==> src/hw/rtl/kvfe_pkg.sv <==
// Shared types and constants of the key/value field extractor.
`timescale 1ns / 1ps

package kvfe_pkg;

	localparam int unsigned CNT_W = 7;   // captured-byte counter, covers caps up to 127
	localparam int unsigned ACC_W = 32;  // magnitude, saturates at 2^31

	localparam logic [7:0] CH_COLON = 8'h3A;
	localparam logic [7:0] CH_COMMA = 8'h2C;
	localparam logic [7:0] CH_DOT   = 8'h2E;
	localparam logic [7:0] CH_PLUS  = 8'h2B;
	localparam logic [7:0] CH_MINUS = 8'h2D;
	localparam logic [7:0] CH_SPACE = 8'h20;
	localparam logic [7:0] CH_TAB   = 8'h09;
	localparam logic [7:0] CH_CR    = 8'h0D;
	localparam logic [7:0] CH_ZERO  = 8'h30;
	localparam logic [7:0] CH_NINE  = 8'h39;

	localparam logic [ACC_W-1:0] MAG_LIMIT = 32'h8000_0000;
	localparam logic [ACC_W-1:0] POS_MAX   = 32'h7FFF_FFFF;

	// register byte addresses
	localparam logic [3:0] ADDR_KEY_TEXT   = 4'h0;
	localparam logic [3:0] ADDR_KEY_LENGTH = 4'h8;

	typedef enum logic [1:0] {
		PH_SEARCH,
		PH_COLON,
		PH_CAPTURE,
		PH_FINISHED
	} kvfe_phase_t;

	typedef enum logic [1:0] {
		NS_SPACE,
		NS_DIGITS,
		NS_STOPPED
	} kvfe_nstage_t;

	// control from the sequencer to the number parser
	typedef struct packed {
		logic feed;      // parse this byte
		logic clr_pre;   // clear before the byte (colon seen)
		logic clr_post;  // clear after the byte (rearm)
	} kvfe_num_cmd_t;

	typedef struct packed {
		logic              has_byte;
		logic [7:0]        value_byte;
		logic              done_res;
		logic              found;
		logic signed [31:0] number;
	} kvfe_res_t;

endpackage

==> src/hw/rtl/kvfe_win_cell.sv <==
// Key window cell: holds one message byte and compares byte_in with its key byte.
`timescale 1ns / 1ps

module kvfe_win_cell (
	input  logic       clk,
	input  logic       arst_n,
	input  logic       shift,
	input  logic       clear,
	input  logic [7:0] byte_in,
	input  logic       vld_in,
	input  logic [7:0] key_byte,
	input  logic       active,
	output logic [7:0] byte_q,
	output logic       vld_q,
	output logic       hit
);

	// compare against the byte arriving in this cycle
	assign hit = !active || (vld_in && (byte_in == key_byte));

	always_ff @(posedge clk or negedge arst_n) begin
		if (!arst_n) begin
			vld_q <= 1'b0;
		end else if (clear) begin
			vld_q <= 1'b0;
		end else if (shift) begin
			vld_q <= vld_in;
		end
	end

	always_ff @(posedge clk) begin
		if (shift) begin
			byte_q <= byte_in;
		end
	end

endmodule

==> src/hw/rtl/kvfe_num_parser.sv <==
// atoi-style value parser: whitespace, sign, saturating decimal accumulate.
`timescale 1ns / 1ps

module kvfe_num_parser
	import kvfe_pkg::*;
(
	input  logic               clk,
	input  logic               arst_n,
	input  logic               en,
	input  kvfe_num_cmd_t      cmd,
	input  logic [7:0]         data_byte,
	output logic signed [31:0] number
);

	logic [ACC_W-1:0] acc_q, acc_in, acc_n;
	logic             neg_q, neg_in, neg_n;
	kvfe_nstage_t     stage_q, stage_in, stage_n;

	logic             is_digit, is_space, is_sign;
	logic [3:0]       digit;
	logic [ACC_W+3:0] prod;
	logic [ACC_W-1:0] mag;

	assign is_digit = (data_byte >= CH_ZERO) && (data_byte <= CH_NINE);
	assign is_space = (data_byte == CH_SPACE) || ((data_byte >= CH_TAB) && (data_byte <= CH_CR));
	assign is_sign  = (data_byte == CH_PLUS) || (data_byte == CH_MINUS);
	assign digit    = 4'(data_byte - CH_ZERO);

	// acc * 10 + digit
	assign prod = {1'b0, acc_in, 3'b000} + {3'b000, acc_in, 1'b0} + {{ACC_W{1'b0}}, digit};

	always_comb begin
		acc_in   = cmd.clr_pre ? '0 : acc_q;
		neg_in   = cmd.clr_pre ? 1'b0 : neg_q;
		stage_in = cmd.clr_pre ? NS_SPACE : stage_q;
		acc_n    = acc_in;
		neg_n    = neg_in;
		stage_n  = stage_in;
		if (cmd.feed) begin
			case (stage_in)
				NS_SPACE: begin
					if (is_space) begin
						stage_n = NS_SPACE;
					end else if (is_sign) begin
						neg_n   = (data_byte == CH_MINUS);
						stage_n = NS_DIGITS;
					end else if (is_digit) begin
						stage_n = NS_DIGITS;
						acc_n   = (prod > {4'b0000, MAG_LIMIT}) ? MAG_LIMIT : prod[ACC_W-1:0];
					end else begin
						stage_n = NS_STOPPED;
					end
				end
				NS_DIGITS: begin
					if (is_digit) begin
						acc_n = (prod > {4'b0000, MAG_LIMIT}) ? MAG_LIMIT : prod[ACC_W-1:0];
					end else begin
						stage_n = NS_STOPPED;
					end
				end
				default: begin
					stage_n = stage_in;
				end
			endcase
		end
	end

	assign mag    = (acc_n > POS_MAX) ? POS_MAX : acc_n;
	assign number = neg_n ? signed'(32'(0) - acc_n) : signed'(mag);

	always_ff @(posedge clk or negedge arst_n) begin
		if (!arst_n) begin
			acc_q   <= '0;
			neg_q   <= 1'b0;
			stage_q <= NS_SPACE;
		end else if (en) begin
			if (cmd.clr_post) begin
				acc_q   <= '0;
				neg_q   <= 1'b0;
				stage_q <= NS_SPACE;
			end else begin
				acc_q   <= acc_n;
				neg_q   <= neg_n;
				stage_q <= stage_n;
			end
		end
	end

endmodule

==> src/hw/rtl/key_value_field_extractor_unit.sv <==
// Top level of the key/value field extractor: window cells, sequencer, output skid.
`timescale 1ns / 1ps

// Takes one message byte per clock on the slave stream (tlast marks the last byte of a
// message) and looks for the configured key in a row of KEY_MAX_LEN window cells, each
// holding one recent byte and comparing the byte entering it with its key byte. After
// the key the first ':' opens the value; value bytes go out one per cycle with tuser set,
// until ',' or '.', the end of the message, or VALUE_CAP bytes. The final result carries
// tlast, the found flag and the saturated atoi value of the captured bytes. Each byte is
// decided in the cycle it is accepted and its result is registered, so the block sustains
// one byte per clock while results are taken. A second output entry takes one more result
// while the master stalls; s_tready drops only once two results are waiting. Registers:
// key_text at byte address 0 (64 bits, last key character in bits 7:0), key_length at 8.
module key_value_field_extractor_unit
	import kvfe_pkg::*;
#(
	parameter int unsigned KEY_MAX_LEN = 8,
	parameter int unsigned VALUE_CAP   = 99
) (
	input  logic        clk,
	input  logic        arst_n,
	// slave stream
	input  logic        s_tvalid,
	output logic        s_tready,
	input  logic [7:0]  s_tdata,   // [7:0] data_byte
	input  logic        s_tlast,   // end_of_message
	// master stream
	output logic        m_tvalid,
	input  logic        m_tready,
	output logic [47:0] m_tdata,   // [7:0] value_byte, [8] found, [40:9] number, [47:41] zero
	output logic        m_tlast,   // done_res
	output logic        m_tuser,   // has_byte
	// configuration
	input  logic        psel,
	input  logic        penable,
	input  logic        pwrite,
	input  logic [3:0]  paddr,
	input  logic [63:0] pwdata,
	output logic [63:0] prdata,
	output logic        pready
);

	localparam logic [3:0]       KeyMax = 4'(KEY_MAX_LEN);
	localparam logic [CNT_W-1:0] Cap    = CNT_W'(VALUE_CAP);

	logic        accept;
	logic [7:0]  b;
	logic        eom;

	logic [63:0] key_text_q;
	logic [3:0]  key_length_q;
	logic [3:0]  len;

	kvfe_phase_t      phase_q, phase_n;
	logic [CNT_W-1:0] cnt_q, cnt_n, cnt_inc;

	logic [KEY_MAX_LEN-1:0] hit;
	logic [7:0]             cell_byte [KEY_MAX_LEN];
	logic [KEY_MAX_LEN-1:0] cell_vld;
	logic                   key_hit;

	logic has, done, fnd, chk, colon_hit, shift, rearm, delim;
	kvfe_num_cmd_t      ncmd;
	logic signed [31:0] num;
	kvfe_res_t          res;

	logic      out_vld_q, skid_vld_q, push, pop;
	kvfe_res_t out_q, skid_q;

	assign b      = s_tdata;
	assign eom    = s_tlast;
	assign accept = s_tvalid && s_tready;

	// configuration port
	assign pready = 1'b1;
	assign prdata = paddr[3] ? {60'd0, key_length_q} : key_text_q;

	always_ff @(posedge clk or negedge arst_n) begin
		if (!arst_n) begin
			key_text_q   <= '0;
			key_length_q <= 4'd1;
		end else if (psel && penable && pwrite && pready) begin
			if (paddr[3] == ADDR_KEY_LENGTH[3]) begin
				key_length_q <= pwdata[3:0];
			end else begin
				key_text_q <= pwdata;
			end
		end
	end

	assign len = (key_length_q > KeyMax) ? KeyMax : key_length_q;

	// key window
	for (genvar i = 0; i < KEY_MAX_LEN; i++) begin : g_cell
		logic [7:0] bin;
		logic       vin;
		if (i == 0) begin : g_head
			assign bin = b;
			assign vin = 1'b1;
		end else begin : g_link
			assign bin = cell_byte[i-1];
			assign vin = cell_vld[i-1];
		end
		kvfe_win_cell u_cell (
			.clk      (clk),
			.arst_n   (arst_n),
			.shift    (accept && shift),
			.clear    (accept && rearm),
			.byte_in  (bin),
			.vld_in   (vin),
			.key_byte (key_text_q[8*i +: 8]),
			.active   (4'(i) < len),
			.byte_q   (cell_byte[i]),
			.vld_q    (cell_vld[i]),
			.hit      (hit[i])
		);
	end

	assign key_hit   = &hit;
	assign delim     = (b == CH_COMMA) || (b == CH_DOT);
	assign cnt_inc   = cnt_q + CNT_W'(1);
	assign colon_hit = chk && (b == CH_COLON);

	// per-byte decode
	always_comb begin
		has   = 1'b0;
		done  = 1'b0;
		fnd   = 1'b0;
		chk   = 1'b0;
		shift = 1'b0;
		rearm = 1'b0;
		case (phase_q)
			PH_FINISHED: begin
				rearm = eom;
			end
			PH_COLON: begin
				chk = 1'b1;
			end
			PH_CAPTURE: begin
				if (delim) begin
					done = 1'b1;
					fnd  = 1'b1;
				end else begin
					has = 1'b1;
					if (cnt_inc >= Cap) begin
						done = 1'b1;
						fnd  = 1'b1;
					end
				end
			end
			PH_SEARCH: begin
				shift = 1'b1;
				chk   = (len == 4'd0);
			end
			default: begin
				rearm = 1'b1;
			end
		endcase
		if (phase_q != PH_FINISHED) begin
			if (eom && !done) begin
				done = 1'b1;
				fnd  = colon_hit || (phase_q == PH_CAPTURE);
			end
			if (done && eom) begin
				rearm = 1'b1;
			end
		end
	end

	// next state
	always_comb begin
		phase_n = phase_q;
		cnt_n   = cnt_q;
		case (phase_q)
			PH_CAPTURE: begin
				if (has) begin
					cnt_n = cnt_inc;
				end
			end
			PH_SEARCH: begin
				if (len == 4'd0 || key_hit) begin
					phase_n = PH_COLON;
				end
			end
			default: begin
				phase_n = phase_q;
			end
		endcase
		if (colon_hit) begin
			phase_n = PH_CAPTURE;
			cnt_n   = '0;
		end
		if (done) begin
			phase_n = PH_FINISHED;
		end
		if (rearm) begin
			phase_n = PH_SEARCH;
			cnt_n   = '0;
		end
	end

	always_ff @(posedge clk or negedge arst_n) begin
		if (!arst_n) begin
			phase_q <= PH_SEARCH;
			cnt_q   <= '0;
		end else if (accept) begin
			phase_q <= phase_n;
			cnt_q   <= cnt_n;
		end
	end

	assign ncmd.feed     = has;
	assign ncmd.clr_pre  = colon_hit;
	assign ncmd.clr_post = rearm;

	kvfe_num_parser u_num (
		.clk       (clk),
		.arst_n    (arst_n),
		.en        (accept),
		.cmd       (ncmd),
		.data_byte (b),
		.number    (num)
	);

	assign res.has_byte   = has;
	assign res.value_byte = has ? b : 8'd0;
	assign res.done_res   = done;
	assign res.found      = fnd;
	assign res.number     = fnd ? num : 32'sd0;

	// output register with skid entry
	assign push     = accept && (has || done);
	assign pop      = out_vld_q && m_tready;
	assign s_tready = !skid_vld_q;

	always_ff @(posedge clk or negedge arst_n) begin
		if (!arst_n) begin
			out_vld_q  <= 1'b0;
			skid_vld_q <= 1'b0;
		end else if (!out_vld_q || pop) begin
			if (skid_vld_q) begin
				out_vld_q  <= 1'b1;
				skid_vld_q <= 1'b0;
			end else begin
				out_vld_q <= push;
			end
		end else if (push) begin
			skid_vld_q <= 1'b1;
		end
	end

	always_ff @(posedge clk) begin
		if (!out_vld_q || pop) begin
			if (skid_vld_q) begin
				out_q <= skid_q;
			end else if (push) begin
				out_q <= res;
			end
		end else if (push) begin
			skid_q <= res;
		end
	end

	assign m_tvalid = out_vld_q;
	assign m_tdata  = {7'd0, out_q.number, out_q.found, out_q.value_byte};
	assign m_tlast  = out_q.done_res;
	assign m_tuser  = out_q.has_byte;

endmodule

==> config.mk <==
export PLATFORM = sky130hd
export DESIGN_NAME = key_value_field_extractor_unit
export DESIGN_NICKNAME = d
export VERILOG_FILES = /design/src/hw/rtl/kvfe_pkg.sv /design/src/hw/rtl/kvfe_win_cell.sv /design/src/hw/rtl/kvfe_num_parser.sv /design/src/hw/rtl/key_value_field_extractor_unit.sv
export SDC_FILE = /design/constraint.sdc
export NUM_CORES = 1
export LEC_CHECK = 0
export BUFFER_PORTS_ARGS = -buffer_cell sky130_fd_sc_hd__buf_2
export CORE_MARGIN = 4
export CORE_UTILIZATION = 25
export CTS_CLUSTER_DIAMETER = 100
export CTS_CLUSTER_SIZE = 20
export DETAILED_ROUTE_END_ITERATION = 16
export GPL_TIMING_DRIVEN = 1
export PLACE_DENSITY = 0.46
export SLEW_MARGIN = 20
export SYNTH_ARGS = -nofsm -noshare
export SYNTH_HDL_FRONTEND = slang
export SYNTH_SLANG_ARGS = --single-unit
==> constraint.sdc <==
create_clock -name clk -period 9.05 [get_ports clk]
set_input_delay 1.81 -clock clk [delete_from_list [all_inputs] [get_ports clk]]
set_output_delay 1.81 -clock clk [all_outputs]
set_load 0.01 [all_outputs]
Word-level counts from Yosys, hierarchy flattened
Cells that the tools add are included.
{"block": "totals", "register_bits": 263, "in_bits": 84, "out_inout_bits": 117, "wordCells": 208}
{"block": "classes", "n_addsub": 5, "n_lt_le_gt_ge": 16, "eq_ne": 19, "mux": 71, "n_bitwise": 2, "reduce_logical": 62}
{"operator": "$mux 32", "n": 10}
{"operator": "$mux 43", "n": 2}
{"operator": "$eq 8x8->1", "n": 8}
{"operator": "$mux 64", "n": 1}
{"operator": "$pmux 32 s2", "n": 1}
{"operator": "$eq 8x6->1 const B", "n": 6}
{"operator": "$mux 1", "n": 37}
{"operator": "$add 35x33->36", "n": 1}
{"operator": "$add 36x4->36", "n": 1}
{"operator": "$gt 36x32->1 const B", "n": 1}
{"operator": "$gt 32x31->1 const B", "n": 1}
{"operator": "$sub 1x32->32 const A", "n": 1}
{"operator": "$mux 7", "n": 4}
{"operator": "$mux 2", "n": 12}
{"operator": "$logic_and 1x1->1", "n": 19}
{"operator": "$lt 3x4->1 const A", "n": 4}
{"operator": "$logic_or 1x1->1", "n": 15}
{"operator": "$logic_not 1->1", "n": 11}
{"operator": "$ge 8x4->1 const B", "n": 1}
{"operator": "$ge 8x6->1 const B", "n": 1}
{"operator": "$le 8x4->1 const B", "n": 1}
{"operator": "$le 8x6->1 const B", "n": 1}
{"operator": "$lt 1x4->1 const A", "n": 2}
{"operator": "$lt 2x4->1 const A", "n": 2}
{"operator": "other kinds (20)", "n": 32}

Depth between registers and ports, before layout
{"block": "depth", "depth_word": 21, "ltp_mapped": 30}

By module
Synthesis repeated with hierarchy kept, for this count alone.
{"block": "hier_totals", "cells_unflattened": 1533, "area_unflattened_um2": 16435.8}
{"module": "key_value_field_extractor_unit", "n_inst": 1, "cells_per_inst": 519, "area_each_um2": 7262.0, "seq_area_each_um2": 4560.6}
{"module": "kvfe_num_parser", "n_inst": 1, "cells_per_inst": 830, "area_each_um2": 6160.9, "seq_area_each_um2": 875.8}
{"module": "kvfe_win_cell", "n_inst": 8, "cells_per_inst": 23, "area_each_um2": 376.6, "seq_area_each_um2": 265.3}

Worst setup path before layout
Ideal clock, no wire load.
{"block": "synth_timing", "path_type": "in2reg", "startpoint": "input s_tdata[3]", "endpoint": "register out_q (netlist bit m_tdata[39]), data pin", "arrival_time_ps": 8212, "required_time_ps": 8870, "setup_slack_ps": 659, "path_stages": 30, "path_buffers": 7, "cell_sequence": "buf_2 and3b_1 o2111ai_1 clkbuf_1 clkbuf_1 clkbuf_1 clkbuf_1 clkbuf_1 and2_1 ha_1 ha_1 buf_2 a21oi_1 o21ai_0 a221oi_2 o41ai_4 a31oi_1 xnor2_1 nand4b_1 o21ai_2 nand2_1 o22a_1 ha_1 o21ai_0 a311oi_2 nand4_1 or3_1 o311ai_1 nand2_1 o41ai_2"}
{"block": "synth_between", "elab_chain_len": 18, "elab_cells_between_ends": 51}
{"element": "start, declared", "line_no": "key_value_field_extractor_unit.sv:25", "rtl": "input logic [7:0] s_tdata,"}
{"element": "$eq 8x6->1", "line_no": "key_value_field_extractor_unit.sv:122", "rtl": "assign colon_hit = chk && (b == CH_COLON);"}
{"element": "$logic_and 1x1->1", "line_no": "key_value_field_extractor_unit.sv:122"}
{"element": "$mux 32", "line_no": "kvfe_num_parser.sv:33", "rtl": "acc_in = cmd.clr_pre ? '0 : acc_q;"}
{"element": "$add 35x33->36", "line_no": "kvfe_num_parser.sv:30", "rtl": "assign prod = {1'b0, acc_in, 3'b000} + {3'b000, acc_in, 1'b0} + {{ACC_W{1'b0}}, digit};"}
{"element": "$add 36x4->36", "line_no": "kvfe_num_parser.sv:30"}
{"element": "$gt 36x32->1", "line_no": "kvfe_num_parser.sv:49, kvfe_num_parser.sv:56"}
{"element": "$mux 32", "line_no": "kvfe_num_parser.sv:49, kvfe_num_parser.sv:56"}
{"element": "$mux 32", "line_no": "kvfe_num_parser.sv:47, kvfe_num_parser.sv:55"}
{"element": "(+2 left out)"}
{"element": "$pmux 32 s2", "line_no": "kvfe_num_parser.sv:40", "rtl": "case (stage_in)"}
{"element": "$mux 32", "line_no": "kvfe_num_parser.sv:39", "rtl": "if (cmd.feed) begin"}
{"element": "$gt 32x31->1", "line_no": "kvfe_num_parser.sv:68", "rtl": "assign mag = (acc_n > POS_MAX) ? POS_MAX : acc_n;"}
{"element": "$mux 32", "line_no": "kvfe_num_parser.sv:68"}
{"element": "$mux 32", "line_no": "kvfe_num_parser.sv:69", "rtl": "assign number = neg_n ? signed'(32'(0) - acc_n) : signed'(mag);"}
{"element": "$mux 32 (*)", "line_no": "key_value_field_extractor_unit.sv:229", "rtl": "assign res.number = fnd ? num : 32'sd0;"}
{"element": "$mux 43 (*)", "line_no": "key_value_field_extractor_unit.sv:256", "rtl": "end else if (push) begin"}
{"element": "$mux 43 (*)", "line_no": "key_value_field_extractor_unit.sv:254", "rtl": "if (skid_vld_q) begin"}
{"element": "end signal, assigned", "line_no": "key_value_field_extractor_unit.sv:255", "rtl": "out_q <= skid_q;"}
{"element": "end signal, assigned", "line_no": "key_value_field_extractor_unit.sv:257", "rtl": "out_q <= res;"}
{"element": "end, declared", "line_no": "key_value_field_extractor_unit.sv:68", "rtl": "kvfe_res_t out_q, skid_q;"}
Mark *: on every way between the ends. The rest lies on a longest branch, timed or not. The select of a mux whose other input is x is not followed.
A chain may end at the register's enable or synchronous reset.

Worst setup path in the final report
{"block": "layout_timing", "startpoint": "input s_tdata[4]", "endpoint": "register out_q (netlist bit m_tdata[39]), data pin"}
Same word-level chain as after synthesis.

==> impl_metrics.toml <==
[outcome]
outcome = "finished clean"

[global_route]
grt_use_total_pct = 14.52
antenna_found_initial = 3
grt_first_pass_wirelength_microns = 78420
grt-ovfl-total = 0
grt_pass1_vias = 12800
grt_max_degree = 67

[drt]
wl_met3_microns = 2931
drc = 0
wl_microns = 51540
drt_iter0_drc = 1128
topRoutingLayerUsed = "met5"
vias_per_cell = 4.928
wl_met1_microns = 23310
drt_pass1_iterations = 6
wl_per_cell_microns = 19.62
wl_met2_microns = 24370
final_antenna_net_count = 0
num_vias = 12950

[clock_tree]
root_buffer = "clkbuf_16"
cts.sinks = 263
hold_buffers = 0
clk_pin_slew_worst_paths_ps = 90
clk-insertion-delay-late_ps = 530
post-cts-setup-buffers = 0
cts_htree_levels = 1
cts_buffers = 19
tritoncts = "built"
post_cts_resized = 0
cts_max_path_buffers = 3

[floorplanning]
dieArea_sq_um = 68340
ios = 201
fp.dieH_microns = 261.4
dieWidth_microns = 261.4
coreArea_sq_um = 63310
start_util_pct = 25.36
fp-row-count = 92

[critical_path]
end_kind = "flop"
cp_common_cell = "nand2_1"
path_buf_inv = 5
cp-start-kind = "primary input"
max_stage_delay_ps = 620
slowest_stage = "nor4bb_1"
rr_worst_depth = 27
critPathArrivalTime_ps = 8960
cp_max_fo = 18
critPathKind = "in -> reg"
crit_cells = 28
crit_required_ps = 9380
critPathTopFamily = "compound AO/OA/AOI/OAI gates"

[placed_design]
dp_hpwl_microns = 39350
dp_worst_setup_slack_ps = -57.20
gp_congestion = 0.8736
io_buffers = 189
placed_cell_area_sq_um = 18280

[timing]
setup_tns_ps = 0
slew_headroom_pct = 35.63
finalHoldViolations = 0
fmax_mhz = 115.9
fin_crit_sh_pct = 95.32
worst-slew-pin-transition_ps = 965.6
rsz0062_at_grt = "false"
period_needed_ps = 8627
clock_skew_ps = 34.54
setup_ws_ps = 423.2
setup_viol = 0
finalMaxSlewViolations = 0

[min_path]
hold_depth = 0
hold_path_class = "reg -> reg"

[synth]
ys_types = 96
synth_top_cell_by_area = "edfxtp_1"
syn_inst = 1564
synth_top_area_share_pct = 26.56
synth-seq-cells = 263
yosysWarnings = 0
synthArstFlopShare_pct = 46.01
synth_edf_count = 142
ys.flop_type = "edfxtp_1"
ys_seq_area_share_pct = 45.43
synth_area_leaders = "edfxtp_1 27%, dfrtp_1 19%, mux2_2 6.6%"
synth.cell_area_sq_um = 16060
avgSynthCellArea_sq_um = 10.27

[layout]
area_growth_pct = 17.43
final_area_sq_um = 18850
final_cell_mix = "188 x buf_2, 152 x nand2_1, 142 x edfxtp_1, 120 x dfrtp_1, 105 x o21ai_0"
final_nets = 1919
final_common_cell = "buf_2"
drive_above_1_share_pct = 24.17

[pwr]
p_per_area_nw_per_um2 = 159.9
peakVddDrop_uv = 100.1
p_leak_nw = 7.926

[run]
drv_cap = 0
synth_stat cells (11+ instances only):
cell        n
clkbuf_1   54
nand2_1   152
o31ai_1    11
nor2b_1    65
ha_1       67
mux2_2     94
edfxtp_1  142
a21o_1     15
nor2_1     86
inv_1      40
xor2_1     53
nand4_1    23
dfrtp_1   120
and2_1     35
and3_1     19
o21a_1     11
a211oi_1   13
a22o_1     15
nor3_1     27
xnor2_1    50
nor4_1     23
a21oi_1    81
buf_2      15
o21ai_0   106
or3_1      11
nand3_1    24
report_power, final:
part | internal (mW) | switching, mW | leakage [nW] | total (mW)
clock | 0.407 | 0.474 | 0.266 | 0.881
combinational | 0.245 | 0.315 | 4.81 | 0.560
sequential | 1.44 | 0.134 | 2.85 | 1.57
total | 2.09 | 0.923 | 7.93 | 3.01
per-layer routing:
metal	GRT usage [%]	vias up
met2	24.39	338
met4	2.936	2
met1	19.71	6368
li1	-	6181
met5	0	-
met3	2.611	56
cells by family (layout without fill, tap and decap cells):
family	after synthesis	after routing	share of synthesized area, %
adder cells (fa/ha/maj)	69	69	5.408
XOR/XNOR	105	105	5.821
AND/OR/NAND/NOR	500	500	15.86
buffers and inverters	124	333	3.320
multiplexers	99	99	6.905
other	2	10	0.04678
flip-flops	263	263	45.43
AO/OA/AOI/OAI	402	402	17.21
final cells by class:
cell class	count	area, sq um
repair buffers	260	1481
diodes	2	5.005
clock buffers	27	505.5
inverters	40	150.1
fillers	6676	44460
clock inverters	6	67.56
well taps	846	1059
flip-flops and latches	263	7293
multi-input cells	1183	8292
sequential cells by signal, indices dropped and copies added, names as in the netlist, 2 cells and up:
| register | cells |
|---|---|
| u_num.acc_q | 32 |
| phase_q | 2 |
| cnt_q | 7 |
| g_cell.u_cell.byte_q | 56 |
| u_num.stage_q | 2 |
| key_length_q | 4 |
| g_cell.u_cell.vld_q | 7 |
| key_text_q | 64 |
| m_tdata | 41 |
| skid_q | 43 |
metrics by stage:
stage | total power [mW] | std cells | util [%] | hold slack (ps)
finish | 3.014 | 2627 | 29.78 | 471.1
global route | 3.169 | 2626 | 29.77 | 487.7
CTS | 3.056 | 2625 | 29.77 | 471.3
detailed placement | 2.169 | 2592 | 28.87 | 455.4
global placement | 2.161 | 2592 | 28.86 | 454.5
floorplan | 1.919 | 1570 | - | 441.8
final timing paths:
check                                                     startpoint                                    to  slack (ps)
worst max-delay path                                      s_tdata[4]                 m_tdata[39]$_DFFE_PP_         420
worst min-delay path            g_cell[2].u_cell.byte_q[7]$_DFFE_PP_  g_cell[3].u_cell.byte_q[7]$_DFFE_PP_         470
worst max register to register                phase_q[1]$_DFFE_PN0P_                 m_tdata[39]$_DFFE_PP_        1290
worst min register to register  g_cell[2].u_cell.byte_q[7]$_DFFE_PP_  g_cell[3].u_cell.byte_q[7]$_DFFE_PP_         470
max in group asynchronous                                     arst_n           u_num.acc_q[20]$_DFFE_PN0P_        6080
min in group asynchronous                                     arst_n            key_text_q[35]$_DFFE_PN0P_        1250
Power figures use the tool's default switching activity.
